===== src/rtl/gtl_pkg.sv =====
// ----------------------------------------------------------------------------
// gtl_pkg
// shared widths, reset values, register indexes and saturation helpers
// ----------------------------------------------------------------------------
package gtl_pkg;

  localparam int unsigned DATA_W    = 32;
  localparam int unsigned CFG_IDX_W = 2;
  localparam int unsigned MUL_A_W   = 48;
  localparam int unsigned MUL_B_W   = 32;

  localparam logic [CFG_IDX_W-1:0] CFG_STIFFNESS = 2'd0;
  localparam logic [CFG_IDX_W-1:0] CFG_DAMPING   = 2'd1;
  localparam logic [CFG_IDX_W-1:0] CFG_TIME_STEP = 2'd2;
  localparam logic [CFG_IDX_W-1:0] CFG_ENG_RATE  = 2'd3;

  localparam logic [30:0] STIFFNESS_RESET = 31'd419430400;
  localparam logic [30:0] DAMPING_RESET   = 31'd7340032;
  localparam logic [31:0] TIME_STEP_RESET = 32'd10737418;
  localparam logic [30:0] ENG_RATE_RESET  = 31'd59578;
  localparam logic signed [31:0] THRUST_RESET = 32'sd19660800;

  localparam logic signed [48:0] ACC_LIMIT     = 49'sh0_7FFF_FFFF_FFFF;
  localparam logic signed [48:0] ACC_LIMIT_NEG = -49'sh0_7FFF_FFFF_FFFF;

  function automatic logic signed [31:0] sat32(input logic signed [49:0] x);
    if (x > 50'sd2147483647) begin
      return 32'sh7FFF_FFFF;
    end else if (x < -50'sd2147483648) begin
      return 32'sh8000_0000;
    end else begin
      return x[31:0];
    end
  endfunction

  function automatic logic signed [47:0] clamp_acc(input logic signed [48:0] x);
    if (x > ACC_LIMIT) begin
      return ACC_LIMIT[47:0];
    end else if (x < ACC_LIMIT_NEG) begin
      return ACC_LIMIT_NEG[47:0];
    end else begin
      return x[47:0];
    end
  endfunction

endpackage


===== src/rtl/gtl_in_if.sv =====
// ----------------------------------------------------------------------------
// gtl_in_if
// command channel: two gimbal angle commands and a thrust command per beat
// ----------------------------------------------------------------------------
interface gtl_in_if;
  logic               valid;
  logic               ready;
  logic signed [31:0] cmd_angle_first;
  logic signed [31:0] cmd_angle_second;
  logic signed [31:0] cmd_thrust;

  modport source (
    output valid, cmd_angle_first, cmd_angle_second, cmd_thrust,
    input  ready
  );
  modport sink (
    input  valid, cmd_angle_first, cmd_angle_second, cmd_thrust,
    output ready
  );
endinterface


===== src/rtl/gtl_out_if.sv =====
// ----------------------------------------------------------------------------
// gtl_out_if
// result channel: modeled gimbal angles and thrust per beat
// ----------------------------------------------------------------------------
interface gtl_out_if;
  logic               valid;
  logic               ready;
  logic signed [31:0] angle_first;
  logic signed [31:0] angle_second;
  logic signed [31:0] thrust_out;

  modport source (
    output valid, angle_first, angle_second, thrust_out,
    input  ready
  );
  modport sink (
    input  valid, angle_first, angle_second, thrust_out,
    output ready
  );
endinterface


===== src/rtl/gtl_serial_mul.sv =====
// ----------------------------------------------------------------------------
// gtl_serial_mul
// bit-serial signed by unsigned shift-add multiplier, one multiplier bit
// per cycle; product is {prod_hi_o, prod_lo_o}
// ----------------------------------------------------------------------------
module gtl_serial_mul #(
  parameter int unsigned WA = gtl_pkg::MUL_A_W,
  parameter int unsigned WB = gtl_pkg::MUL_B_W
) (
  input  logic                 clk_i,
  input  logic                 rst_ni,
  input  logic                 start_i,
  input  logic signed [WA-1:0] a_i,
  input  logic        [WB-1:0] b_i,
  output logic                 busy_o,
  output logic signed [WA:0]   prod_hi_o,
  output logic        [WB-1:0] prod_lo_o
);

  localparam int unsigned CNT_W = $clog2(WB + 1);

  logic [CNT_W-1:0]   cnt_q;
  logic signed [WA-1:0] a_q;
  logic signed [WA:0] hi_q;
  logic [WB-1:0]      b_q;
  logic signed [WA:0] sum;

  assign sum = hi_q + (b_q[0] ? {a_q[WA-1], a_q} : '0);

  always_ff @(posedge clk_i or negedge rst_ni) begin
    if (!rst_ni) begin
      cnt_q <= '0;
    end else if (start_i) begin
      cnt_q <= CNT_W'(WB);
    end else if (cnt_q != '0) begin
      cnt_q <= cnt_q - 1'b1;
    end
  end

  always_ff @(posedge clk_i) begin
    if (start_i) begin
      a_q  <= a_i;
      b_q  <= b_i;
      hi_q <= '0;
    end else if (cnt_q != '0) begin
      hi_q <= sum >>> 1;
      b_q  <= {sum[0], b_q[WB-1:1]};
    end
  end

  assign busy_o    = (cnt_q != '0);
  assign prod_hi_o = hi_q;
  assign prod_lo_o = b_q;

endmodule


===== src/rtl/gimbal_and_thrust_lag_model_core.sv =====
// ----------------------------------------------------------------------------
// gimbal_and_thrust_lag_model_core
// two spring-damper gimbal axes and a first-order thrust lag, Euler stepped
//
// in_i carries one command beat (two angles, one thrust, signed Q16.16);
// out_o returns one beat with the new angles and thrust, saturated.
// ten products per beat run one after another through a single bit-serial
// multiplier, each as a load, a pass over the multiplier bits and a write
// back; a new command is taken only once the previous one is through.
// in_i.ready is high only while no beat is in work.
// the result sits in an output register: a stalled receiver does not stop
// the next command, only the hand-off of the following result.
// cfg_we_i writes gains and the time step; write only while idle.
// reset loads the default gains, zero angles and velocities, thrust 300.0.
// ----------------------------------------------------------------------------
module gimbal_and_thrust_lag_model_core (
  input  logic                          clk_i,
  input  logic                          rst_ni,
  input  logic                          cfg_we_i,
  input  logic [gtl_pkg::CFG_IDX_W-1:0] cfg_idx_i,
  input  logic [gtl_pkg::DATA_W-1:0]    cfg_data_i,
  gtl_in_if.sink                        in_i,
  gtl_out_if.source                     out_o
);
  import gtl_pkg::*;

  localparam logic [1:0] ST_IDLE = 2'd0;
  localparam logic [1:0] ST_LOAD = 2'd1;
  localparam logic [1:0] ST_RUN  = 2'd2;
  localparam logic [1:0] ST_OUT  = 2'd3;

  localparam logic [1:0] SUB_SPRING = 2'd0;
  localparam logic [1:0] SUB_DAMP   = 2'd1;
  localparam logic [1:0] SUB_DPOS   = 2'd2;
  localparam logic [1:0] SUB_DVEL   = 2'd3;
  localparam logic       TH_RATE    = 1'b0;
  localparam logic       TH_INC     = 1'b1;
  localparam logic [3:0] OP_LAST    = 4'd9;

  logic [1:0] state_q;
  logic [3:0] op_q;

  logic [30:0] kp_q, kd_q, rate_q;
  logic [31:0] dt_q;

  logic signed [31:0] cmd_ang_q [2];
  logic signed [31:0] cmd_thr_q;
  logic signed [31:0] pos_q [2];
  logic signed [31:0] vel_q [2];
  logic signed [31:0] thr_q;
  logic signed [47:0] spring_q;
  logic signed [47:0] acc_q;

  logic               out_valid_q;
  logic signed [31:0] out_ang0_q, out_ang1_q, out_thr_q;

  logic                         mul_start, mul_busy;
  logic signed [MUL_A_W-1:0]    mul_a;
  logic        [MUL_B_W-1:0]    mul_b;
  logic signed [MUL_A_W:0]      prod_hi;
  logic        [MUL_B_W-1:0]    prod_lo;

  logic               ax;
  logic [1:0]         sub;
  logic signed [32:0] err;
  logic signed [47:0] f16;
  logic signed [48:0] acc_diff;
  logic signed [49:0] pos_sum, vel_sum, thr_sum;
  logic               wb;

  assign ax  = op_q[2];
  assign sub = op_q[1:0];

  always_comb begin
    err   = '0;
    mul_a = '0;
    mul_b = '0;
    if (op_q[3]) begin
      err = {cmd_thr_q[31], cmd_thr_q} - {thr_q[31], thr_q};
      unique case (op_q[0])
        TH_RATE: begin
          mul_a = {{(MUL_A_W-33){err[32]}}, err};
          mul_b = {1'b0, rate_q};
        end
        TH_INC: begin
          mul_a = acc_q;
          mul_b = dt_q;
        end
        default: ;
      endcase
    end else begin
      err = {cmd_ang_q[ax][31], cmd_ang_q[ax]} - {pos_q[ax][31], pos_q[ax]};
      unique case (sub)
        SUB_SPRING: begin
          mul_a = {{(MUL_A_W-33){err[32]}}, err};
          mul_b = {1'b0, kp_q};
        end
        SUB_DAMP: begin
          mul_a = {{(MUL_A_W-32){vel_q[ax][31]}}, vel_q[ax]};
          mul_b = {1'b0, kd_q};
        end
        SUB_DPOS: begin
          mul_a = {{(MUL_A_W-32){vel_q[ax][31]}}, vel_q[ax]};
          mul_b = dt_q;
        end
        SUB_DVEL: begin
          mul_a = acc_q;
          mul_b = dt_q;
        end
        default: ;
      endcase
    end
  end

  assign mul_start = (state_q == ST_LOAD);
  assign wb        = (state_q == ST_RUN) && !mul_busy;

  // product floored by 2^16 and by 2^32
  assign f16      = {prod_hi[31:0], prod_lo[MUL_B_W-1:16]};
  assign acc_diff = {spring_q[47], spring_q} - {f16[47], f16};
  assign pos_sum  = {{18{pos_q[ax][31]}}, pos_q[ax]} + {prod_hi[MUL_A_W], prod_hi};
  assign vel_sum  = {{18{vel_q[ax][31]}}, vel_q[ax]} + {prod_hi[MUL_A_W], prod_hi};
  assign thr_sum  = {{18{thr_q[31]}}, thr_q} + {prod_hi[MUL_A_W], prod_hi};

  gtl_serial_mul #(
    .WA(MUL_A_W),
    .WB(MUL_B_W)
  ) u_mul (
    .clk_i    (clk_i),
    .rst_ni   (rst_ni),
    .start_i  (mul_start),
    .a_i      (mul_a),
    .b_i      (mul_b),
    .busy_o   (mul_busy),
    .prod_hi_o(prod_hi),
    .prod_lo_o(prod_lo)
  );

  always_ff @(posedge clk_i or negedge rst_ni) begin
    if (!rst_ni) begin
      kp_q   <= STIFFNESS_RESET;
      kd_q   <= DAMPING_RESET;
      dt_q   <= TIME_STEP_RESET;
      rate_q <= ENG_RATE_RESET;
    end else if (cfg_we_i) begin
      unique case (cfg_idx_i)
        CFG_STIFFNESS: kp_q   <= cfg_data_i[30:0];
        CFG_DAMPING:   kd_q   <= cfg_data_i[30:0];
        CFG_TIME_STEP: dt_q   <= cfg_data_i;
        CFG_ENG_RATE:  rate_q <= cfg_data_i[30:0];
        default: ;
      endcase
    end
  end

  always_ff @(posedge clk_i or negedge rst_ni) begin
    if (!rst_ni) begin
      state_q  <= ST_IDLE;
      op_q     <= '0;
      pos_q[0] <= '0;
      pos_q[1] <= '0;
      vel_q[0] <= '0;
      vel_q[1] <= '0;
      thr_q    <= THRUST_RESET;
      spring_q <= '0;
      acc_q    <= '0;
    end else begin
      unique case (state_q)
        ST_IDLE: begin
          if (in_i.valid) begin
            op_q    <= '0;
            state_q <= ST_LOAD;
          end
        end
        ST_LOAD: begin
          state_q <= ST_RUN;
        end
        ST_RUN: begin
          if (wb) begin
            if (op_q[3]) begin
              if (op_q[0] == TH_RATE) begin
                acc_q <= f16;
              end else begin
                thr_q <= sat32(thr_sum);
              end
            end else begin
              unique case (sub)
                SUB_SPRING: spring_q  <= f16;
                SUB_DAMP:   acc_q     <= clamp_acc(acc_diff);
                SUB_DPOS:   pos_q[ax] <= sat32(pos_sum);
                SUB_DVEL:   vel_q[ax] <= sat32(vel_sum);
                default: ;
              endcase
            end
            if (op_q == OP_LAST) begin
              state_q <= ST_OUT;
            end else begin
              op_q    <= op_q + 1'b1;
              state_q <= ST_LOAD;
            end
          end
        end
        ST_OUT: begin
          if (!out_valid_q || out_o.ready) begin
            state_q <= ST_IDLE;
          end
        end
        default: state_q <= ST_IDLE;
      endcase
    end
  end

  always_ff @(posedge clk_i) begin
    if (in_i.valid && in_i.ready) begin
      cmd_ang_q[0] <= in_i.cmd_angle_first;
      cmd_ang_q[1] <= in_i.cmd_angle_second;
      cmd_thr_q    <= in_i.cmd_thrust;
    end
  end

  always_ff @(posedge clk_i or negedge rst_ni) begin
    if (!rst_ni) begin
      out_valid_q <= 1'b0;
    end else if ((state_q == ST_OUT) && (!out_valid_q || out_o.ready)) begin
      out_valid_q <= 1'b1;
    end else if (out_o.ready) begin
      out_valid_q <= 1'b0;
    end
  end

  always_ff @(posedge clk_i) begin
    if ((state_q == ST_OUT) && (!out_valid_q || out_o.ready)) begin
      out_ang0_q <= pos_q[0];
      out_ang1_q <= pos_q[1];
      out_thr_q  <= thr_q;
    end
  end

  assign in_i.ready         = (state_q == ST_IDLE);
  assign out_o.valid        = out_valid_q;
  assign out_o.angle_first  = out_ang0_q;
  assign out_o.angle_second = out_ang1_q;
  assign out_o.thrust_out   = out_thr_q;

  a_load_idle_mul: assert property (@(posedge clk_i) disable iff (!rst_ni)
    (state_q == ST_LOAD) |-> !mul_busy)
    else $error("multiplier started while busy");

  a_accept_starts: assert property (@(posedge clk_i) disable iff (!rst_ni)
    (in_i.valid && in_i.ready) |=> (state_q == ST_LOAD) && (op_q == '0))
    else $error("accepted beat did not start the sequence");

  a_result_from_out: assert property (@(posedge clk_i) disable iff (!rst_ni)
    $rose(out_valid_q) |-> ($past(state_q) == ST_OUT))
    else $error("result raised outside the output state");

  a_op_range: assert property (@(posedge clk_i) disable iff (!rst_ni)
    op_q <= OP_LAST)
    else $error("operation index out of range");

endmodule

===== src/flat_wrapper.sv =====
// flat-port wrapper written by rule: the top's interface ports become plain ports
module gimbal_and_thrust_lag_model_core_flat import gtl_pkg::*;
  (clk_i, rst_ni, cfg_we_i, cfg_idx_i, cfg_data_i, in_i_valid, in_i_cmd_angle_first, in_i_cmd_angle_second, in_i_cmd_thrust, in_i_ready, out_o_valid, out_o_angle_first, out_o_angle_second, out_o_thrust_out, out_o_ready);
  gtl_in_if in_i_i ();
  gtl_out_if out_o_i ();
  input  logic clk_i;
  input  logic rst_ni;
  input  logic cfg_we_i;
  input  logic [gtl_pkg::CFG_IDX_W-1:0] cfg_idx_i;
  input  logic [gtl_pkg::DATA_W-1:0] cfg_data_i;
  input wire logic [$bits(in_i_i.valid)-1:0] in_i_valid;
  input wire logic [$bits(in_i_i.cmd_angle_first)-1:0] in_i_cmd_angle_first;
  input wire logic [$bits(in_i_i.cmd_angle_second)-1:0] in_i_cmd_angle_second;
  input wire logic [$bits(in_i_i.cmd_thrust)-1:0] in_i_cmd_thrust;
  output wire logic [$bits(in_i_i.ready)-1:0] in_i_ready;
  output wire logic [$bits(out_o_i.valid)-1:0] out_o_valid;
  output wire logic [$bits(out_o_i.angle_first)-1:0] out_o_angle_first;
  output wire logic [$bits(out_o_i.angle_second)-1:0] out_o_angle_second;
  output wire logic [$bits(out_o_i.thrust_out)-1:0] out_o_thrust_out;
  input wire logic [$bits(out_o_i.ready)-1:0] out_o_ready;
  assign in_i_i.valid = in_i_valid;
  assign in_i_i.cmd_angle_first = in_i_cmd_angle_first;
  assign in_i_i.cmd_angle_second = in_i_cmd_angle_second;
  assign in_i_i.cmd_thrust = in_i_cmd_thrust;
  assign in_i_ready = in_i_i.ready;
  assign out_o_valid = out_o_i.valid;
  assign out_o_angle_first = out_o_i.angle_first;
  assign out_o_angle_second = out_o_i.angle_second;
  assign out_o_thrust_out = out_o_i.thrust_out;
  assign out_o_i.ready = out_o_ready;
  gimbal_and_thrust_lag_model_core u_core (.clk_i(clk_i), .rst_ni(rst_ni), .cfg_we_i(cfg_we_i), .cfg_idx_i(cfg_idx_i), .cfg_data_i(cfg_data_i), .in_i(in_i_i), .out_o(out_o_i));
endmodule

===== config.mk =====
export PLATFORM = sky130hd
export DESIGN_NAME = gimbal_and_thrust_lag_model_core_flat
export DESIGN_NICKNAME = d
export VERILOG_FILES = /design/src/rtl/gtl_pkg.sv /design/src/rtl/gtl_in_if.sv /design/src/rtl/gtl_out_if.sv /design/src/rtl/gtl_serial_mul.sv /design/src/rtl/gimbal_and_thrust_lag_model_core.sv /design/src/flat_wrapper.sv
export SDC_FILE = /design/constraint.sdc
export NUM_CORES = 2
export LEC_CHECK = 0
export BUFFER_PORTS_ARGS = -buffer_cell sky130_fd_sc_hd__buf_4
export CAP_MARGIN = 30
export CORE_ASPECT_RATIO = 0.7
export CORE_MARGIN = 1
export CORE_UTILIZATION = 50
export CTS_CLUSTER_SIZE = 30
export DETAILED_ROUTE_END_ITERATION = 12
export PLACE_DENSITY = 0.67
export REMOVE_ABC_BUFFERS = 1
export SYNTH_ARGS = -nofsm -noshare
export SYNTH_HDL_FRONTEND = slang
export SYNTH_HIERARCHICAL = 1
export SYNTH_SLANG_ARGS = --single-unit

===== constraint.sdc =====
create_clock -name clk_i -period 8 [get_ports clk_i]
set_input_delay 1.2 -clock clk_i [delete_from_list [all_inputs] [get_ports clk_i]]
set_output_delay 1.2 -clock clk_i [all_outputs]
set_load 0.02 [all_outputs]

==> metrics.md <==
| Metric | Value |
|---|---|
| Status | complete, no violations |
| Reported max-cap violation count | 0 |
| Filler Cell Count | ~8,500 |
| Cells traversed along the worst timing path | mux2_2 -> ha_1 -> fa_1 -> a21o_1 -> a221oi_1 -> a211oi_2 -> o311a_1 -> o21ai_1 -> o31ai_1 -> a211oi_2 -> mux2i_1 -> a21oi_1 -> a31o_2 -> o41ai_4 -> buf_4 -> a211oi_1 |
| Core Footprint | 94,330 um^2 |
| Final #Nets | 5,719 |
| Average size of a mapped cell | around 9.2 um^2 |
| Number of buffers inserted for hold repair after clock tree synthesis | 0 |
| Final worst path period share | between 70 and 80% |
| Clock-pin slew reported for the worst setup and hold paths after clock tree synthesis | 0.06 ns |
| Total global-route track usage | 31.26% |
| CTS tree | done |
| Drc violations | 0 |
| Average routed wire per standard cell | roughly 23 um |
| FP Rows | 94 |
| Top library cells by usage in the layout, fill and taps aside | 560 x sky130_fd_sc_hd__nand2_1, 476 x sky130_fd_sc_hd__a21oi_1, 406 x sky130_fd_sc_hd__nor2_1 |
| Starting density of the core | between 50% and 60% |
| Routability cong. | just under 1 |
| Total clock buffers created by CTS | between 70 and 80 |
| Power per standard cell area | between 300 and 400 nW/um^2 |
| Source of the worst register-to-register timing path | u_core/op_q[2] |
| Post-synthesis register bit count | around 710 |
| CTS root buffer | sky130_fd_sc_hd__clkbuf_16 |
| Total of buffers placed on input and output ports | ~230 |
| Critical path capture point type | register |
| Sequential share of the synthesized area | 39.79% |
| Launch point of the worst hold path | u_core/pos_q[10] |
| Final Max Slew Viols | 0 |
| Endpoint of the worst-slack reg-to-reg timing path | u_core/vel_q[0] |
| Post-route setup slack | about 2 ns |
| DRT Pass-1 Iters | 5 |
| Max rail drop VDD | approximately 190 uV |
| Number of enable flip-flop cells after synthesis | 272 |
| Antenna-violating nets left | 0 |
| Maximum frequency from static timing analysis | about 170 MHz |
| Violation count after the first detailed-routing iteration | ~4,600 |
| Overall power after layout | approximately 21 mW |
| Die height | ~260 um |
| Finish-stage setup viols | 0 |
| Pin count of the biggest net entering global routing | 125 |
| Total standard cell area after synthesis | around 48,000 um^2 |
| Vias in the first global route | ~38,000 |
| H-Tree Level Count | 3 |
| Final worst path period need | approximately 6 ns |
| Highest fanout seen on the critical path | 62 |
| Start-to-end type of the worst setup path | reg2reg |
| Worst-case reg-to-reg path depth | 16 |
| Switching fraction of total power | 47.21% |
| Number of top-level pins | approximately 230 |
| Relative slew slack | between 30% and 40% |
| Least-Margin Pin Slew | a little under 1 ns |
| Final Hold Violating Endpoints | 0 |
| Via density per instance | roughly 6.2 |
| Chip width | 371.6 um |
| Share of cells above drive strength 1 | between 10 and 15% |
| Highest cell delay on the worst timing path | ~0.87 ns |
| Post-cts resize count | 0 |
| Pleak | 23.05 nW |
| Most frequent standard cell in the layout excluding fill and tap cells | sky130_fd_sc_hd__nand2_1 |
| Wirelength, routed | between 150,000 and 200,000 um |
| Setup fix buffers added after clock tree synthesis | 0 |
| Switching power summed over all nets | roughly 9.8 mW |
| Final global-route overflow total | 0 |
| Global-route wire length before repair | between 200,000 and 250,000 um |
| Async set-or-reset flop fraction in the synthesized netlist | a little under three fifths |
| Number of warnings printed during yosys synthesis | 6 |
| Minimum setup slack among reg-to-reg paths | about 2.0 ns |
| Cell occurring most often along the worst timing path | sky130_fd_sc_hd__a211oi_2 |
| Clock latency at the later pin of the worst-skew pair | 0.68 ns |
| Required time at the endpoint of the critical path | approximately 8.5 ns |
| Category of the worst setup path launch point | register |
| Class of the tightest hold or removal check | reg2reg |
| Flip-flop cell with the highest count after synthesis | sky130_fd_sc_hd__dfrtp_1 |
| Sequential share of power | 28.4% |
| Die area | 96,900 um^2 |
| Combinational cell fraction of total power | between 50% and 60% |
| Antenna violations before repair | 4 |
| Data arrival, critical path | 6.49 ns |
| Layout overhead on the synthesized area | 10.53% |
| Worst Hold Path EP | u_core/out_o.angle_second[10] |
| Total number of vias | roughly 40,000 |
| Library cells used by synthesis | roughly 110 |
| Post-detailed-placement half-perimeter wirelength | 116,100 um |
| Fin Setup TNS | 0 ns |
| Worst Hold Depth | 0 |
| Post-Synthesis Cells | 5,184 |
| Internal portion of total power | about 11 mW |
| Clock power frac | approximately 17% |
| CTS sink count | about 700 |
| Post-Place Worst Slack | 2.078 ns |
| Maximum count of clock buffers along a single path | 3 |
| RSZ-0062 raised after global routing | false |
| Worst-case clock skew | between 0.02 and 0.03 ns |
| Slowest stage cell on the critical path | sky130_fd_sc_hd__dfrtp_4 |
==> worst max-delay path by stage <==
stage               depth (start not counted)  slack, ns                   from               end
finish                                     16       2.01         u_core/op_q[2]   u_core/vel_q[0]
global placement                           16       2.11         u_core/op_q[2]   u_core/vel_q[3]
floorplan                                  13      -0.11  u_core/u_mul/cnt_q[0]  u_core/thr_q[10]
detailed placement                         16       2.08         u_core/op_q[2]   u_core/vel_q[7]
global route                               17       1.71         u_core/op_q[2]   u_core/pos_q[7]
CTS                                        16       2.05         u_core/op_q[2]   u_core/vel_q[3]
==> registers in the layout, summed over array words and instances (netlist names), 2 cells and up <==
register,cells
u_core/cmd_ang_q,64
u_core/pos_q,64
u_core/vel_q,64
u_core/acc_q,48
u_core/spring_q,48
u_core/u_mul/a_q,48
u_core/u_mul/prod_hi_o,48
u_core/cmd_thr_q,32
u_core/dt_q,32
u_core/out_o.angle_first,32
u_core/out_o.angle_second,32
u_core/out_o.thrust_out,32
u_core/thr_q,32
u_core/u_mul/prod_lo_o,32
u_core/kd_q,31
u_core/kp_q,31
u_core/rate_q,31
u_core/u_mul/cnt_q,6
u_core/op_q,4
u_core/state_q,2
==> cells by family (layout without fill, tap and decap cells) <==
kind of cell / count (synthesis) / in the layout / synth area share [%]
AND/OR/NAND/NOR: 1516 / 1516 / 14.60
multiplexers: 276 / 276 / 6.363
buffers and inverters: 487 / 631 / 4.275
XOR/XNOR: 243 / 243 / 4.451
adder cells (fa/ha/maj): 319 / 319 / 8.456
AO/OA/AOI/OAI: 1629 / 1629 / 22.07
other: 0 / 1 / 0
flip-flops: 714 / 714 / 39.79
==> critical path: cells and delay by family (launching register included) <==
kind | cells | cell delay [ns]
mux | 2 | 0.66
compound gates | 11 | 3.01
flops | 1 | 0.87
fa+ha+maj | 2 | 0.63
buf+inv | 1 | 0.60
==> stage by stage <==
stage | utilization, % | instances | cell area, um^2 | hold slack [ns]
after floorplan | - | 4897 | 46530 | 0.4410
after global placement | 53.41 | 6431 | 50380 | 0.4627
after detailed placement | 53.47 | 6434 | 50440 | 0.4708
after CTS | 55.99 | 6574 | 52820 | 0.4875
after global routing | 56.03 | 6576 | 52850 | 0.5030
final | 56.03 | 6577 | 52850 | 0.4865
==> area by class of cell <==
class	instances	area, um^2	area share (%)
clock buffers	103	2052	3.882
flip-flops and latches	714	19030	36.01
inverters	200	750.7	1.420
repair buffers	291	2277	4.308
multi-input cells	3983	26850	50.80
clock inverters	37	326.6	0.6179
well taps	1248	1562	2.954
diodes	1	2.502	0.004735
==> metal layers <==
| layer | wire length [um] | track usage, % | vias to the layer above |
|---|---|---|---|
| met1 | 74510 | 50.08 | 19750 |
| met3 | 17050 | 7.706 | 166 |
| li1 | - | - | 19210 |
| met2 | 58910 | 41.54 | 1853 |
| met5 | 0 | 0 | - |
| met4 | 2755 | 6.170 | 0 |
==> cell usage after synthesis, drive strengths merged (45+ instances only) <==
| master | n | area, um^2 |
|---|---|---|
| nand2 | 562 | 2110 |
| a21oi | 479 | 2416 |
| nor2 | 412 | 1546 |
| o21ai | 372 | 1866 |
| dfrtp | 363 | 9084 |
| ha | 312 | 3904 |
| edfxtp | 272 | 8168 |
| clkbuf | 230 | 914.6 |
| mux2 | 224 | 2522 |
| inv | 199 | 747.0 |
| a21o | 195 | 1465 |
| xnor2 | 146 | 1279 |
| a211oi | 113 | 880.8 |
| xor2 | 97 | 849.6 |
| nand3 | 84 | 420.4 |
| nand4 | 73 | 456.7 |
| nor3 | 73 | 365.4 |
| and2 | 72 | 451.7 |
| mux2i | 52 | 520.5 |
| buf | 51 | 271.5 |
| dfxtp | 48 | 960.9 |
| o21bai | 46 | 345.3 |
| a31oi | 45 | 281.5 |
==> power groups by stage <==
stage	combinational (mW)	clock (mW)	sequential (mW)
after floorplan	7.87	0	5.57
after global placement	11.0	0	5.91
after detailed placement	11.1	0	5.92
after CTS	11.2	3.52	5.87
after global routing	12.5	3.65	5.99
final	11.5	3.46	5.92
(Power assumes the default switching activity.)
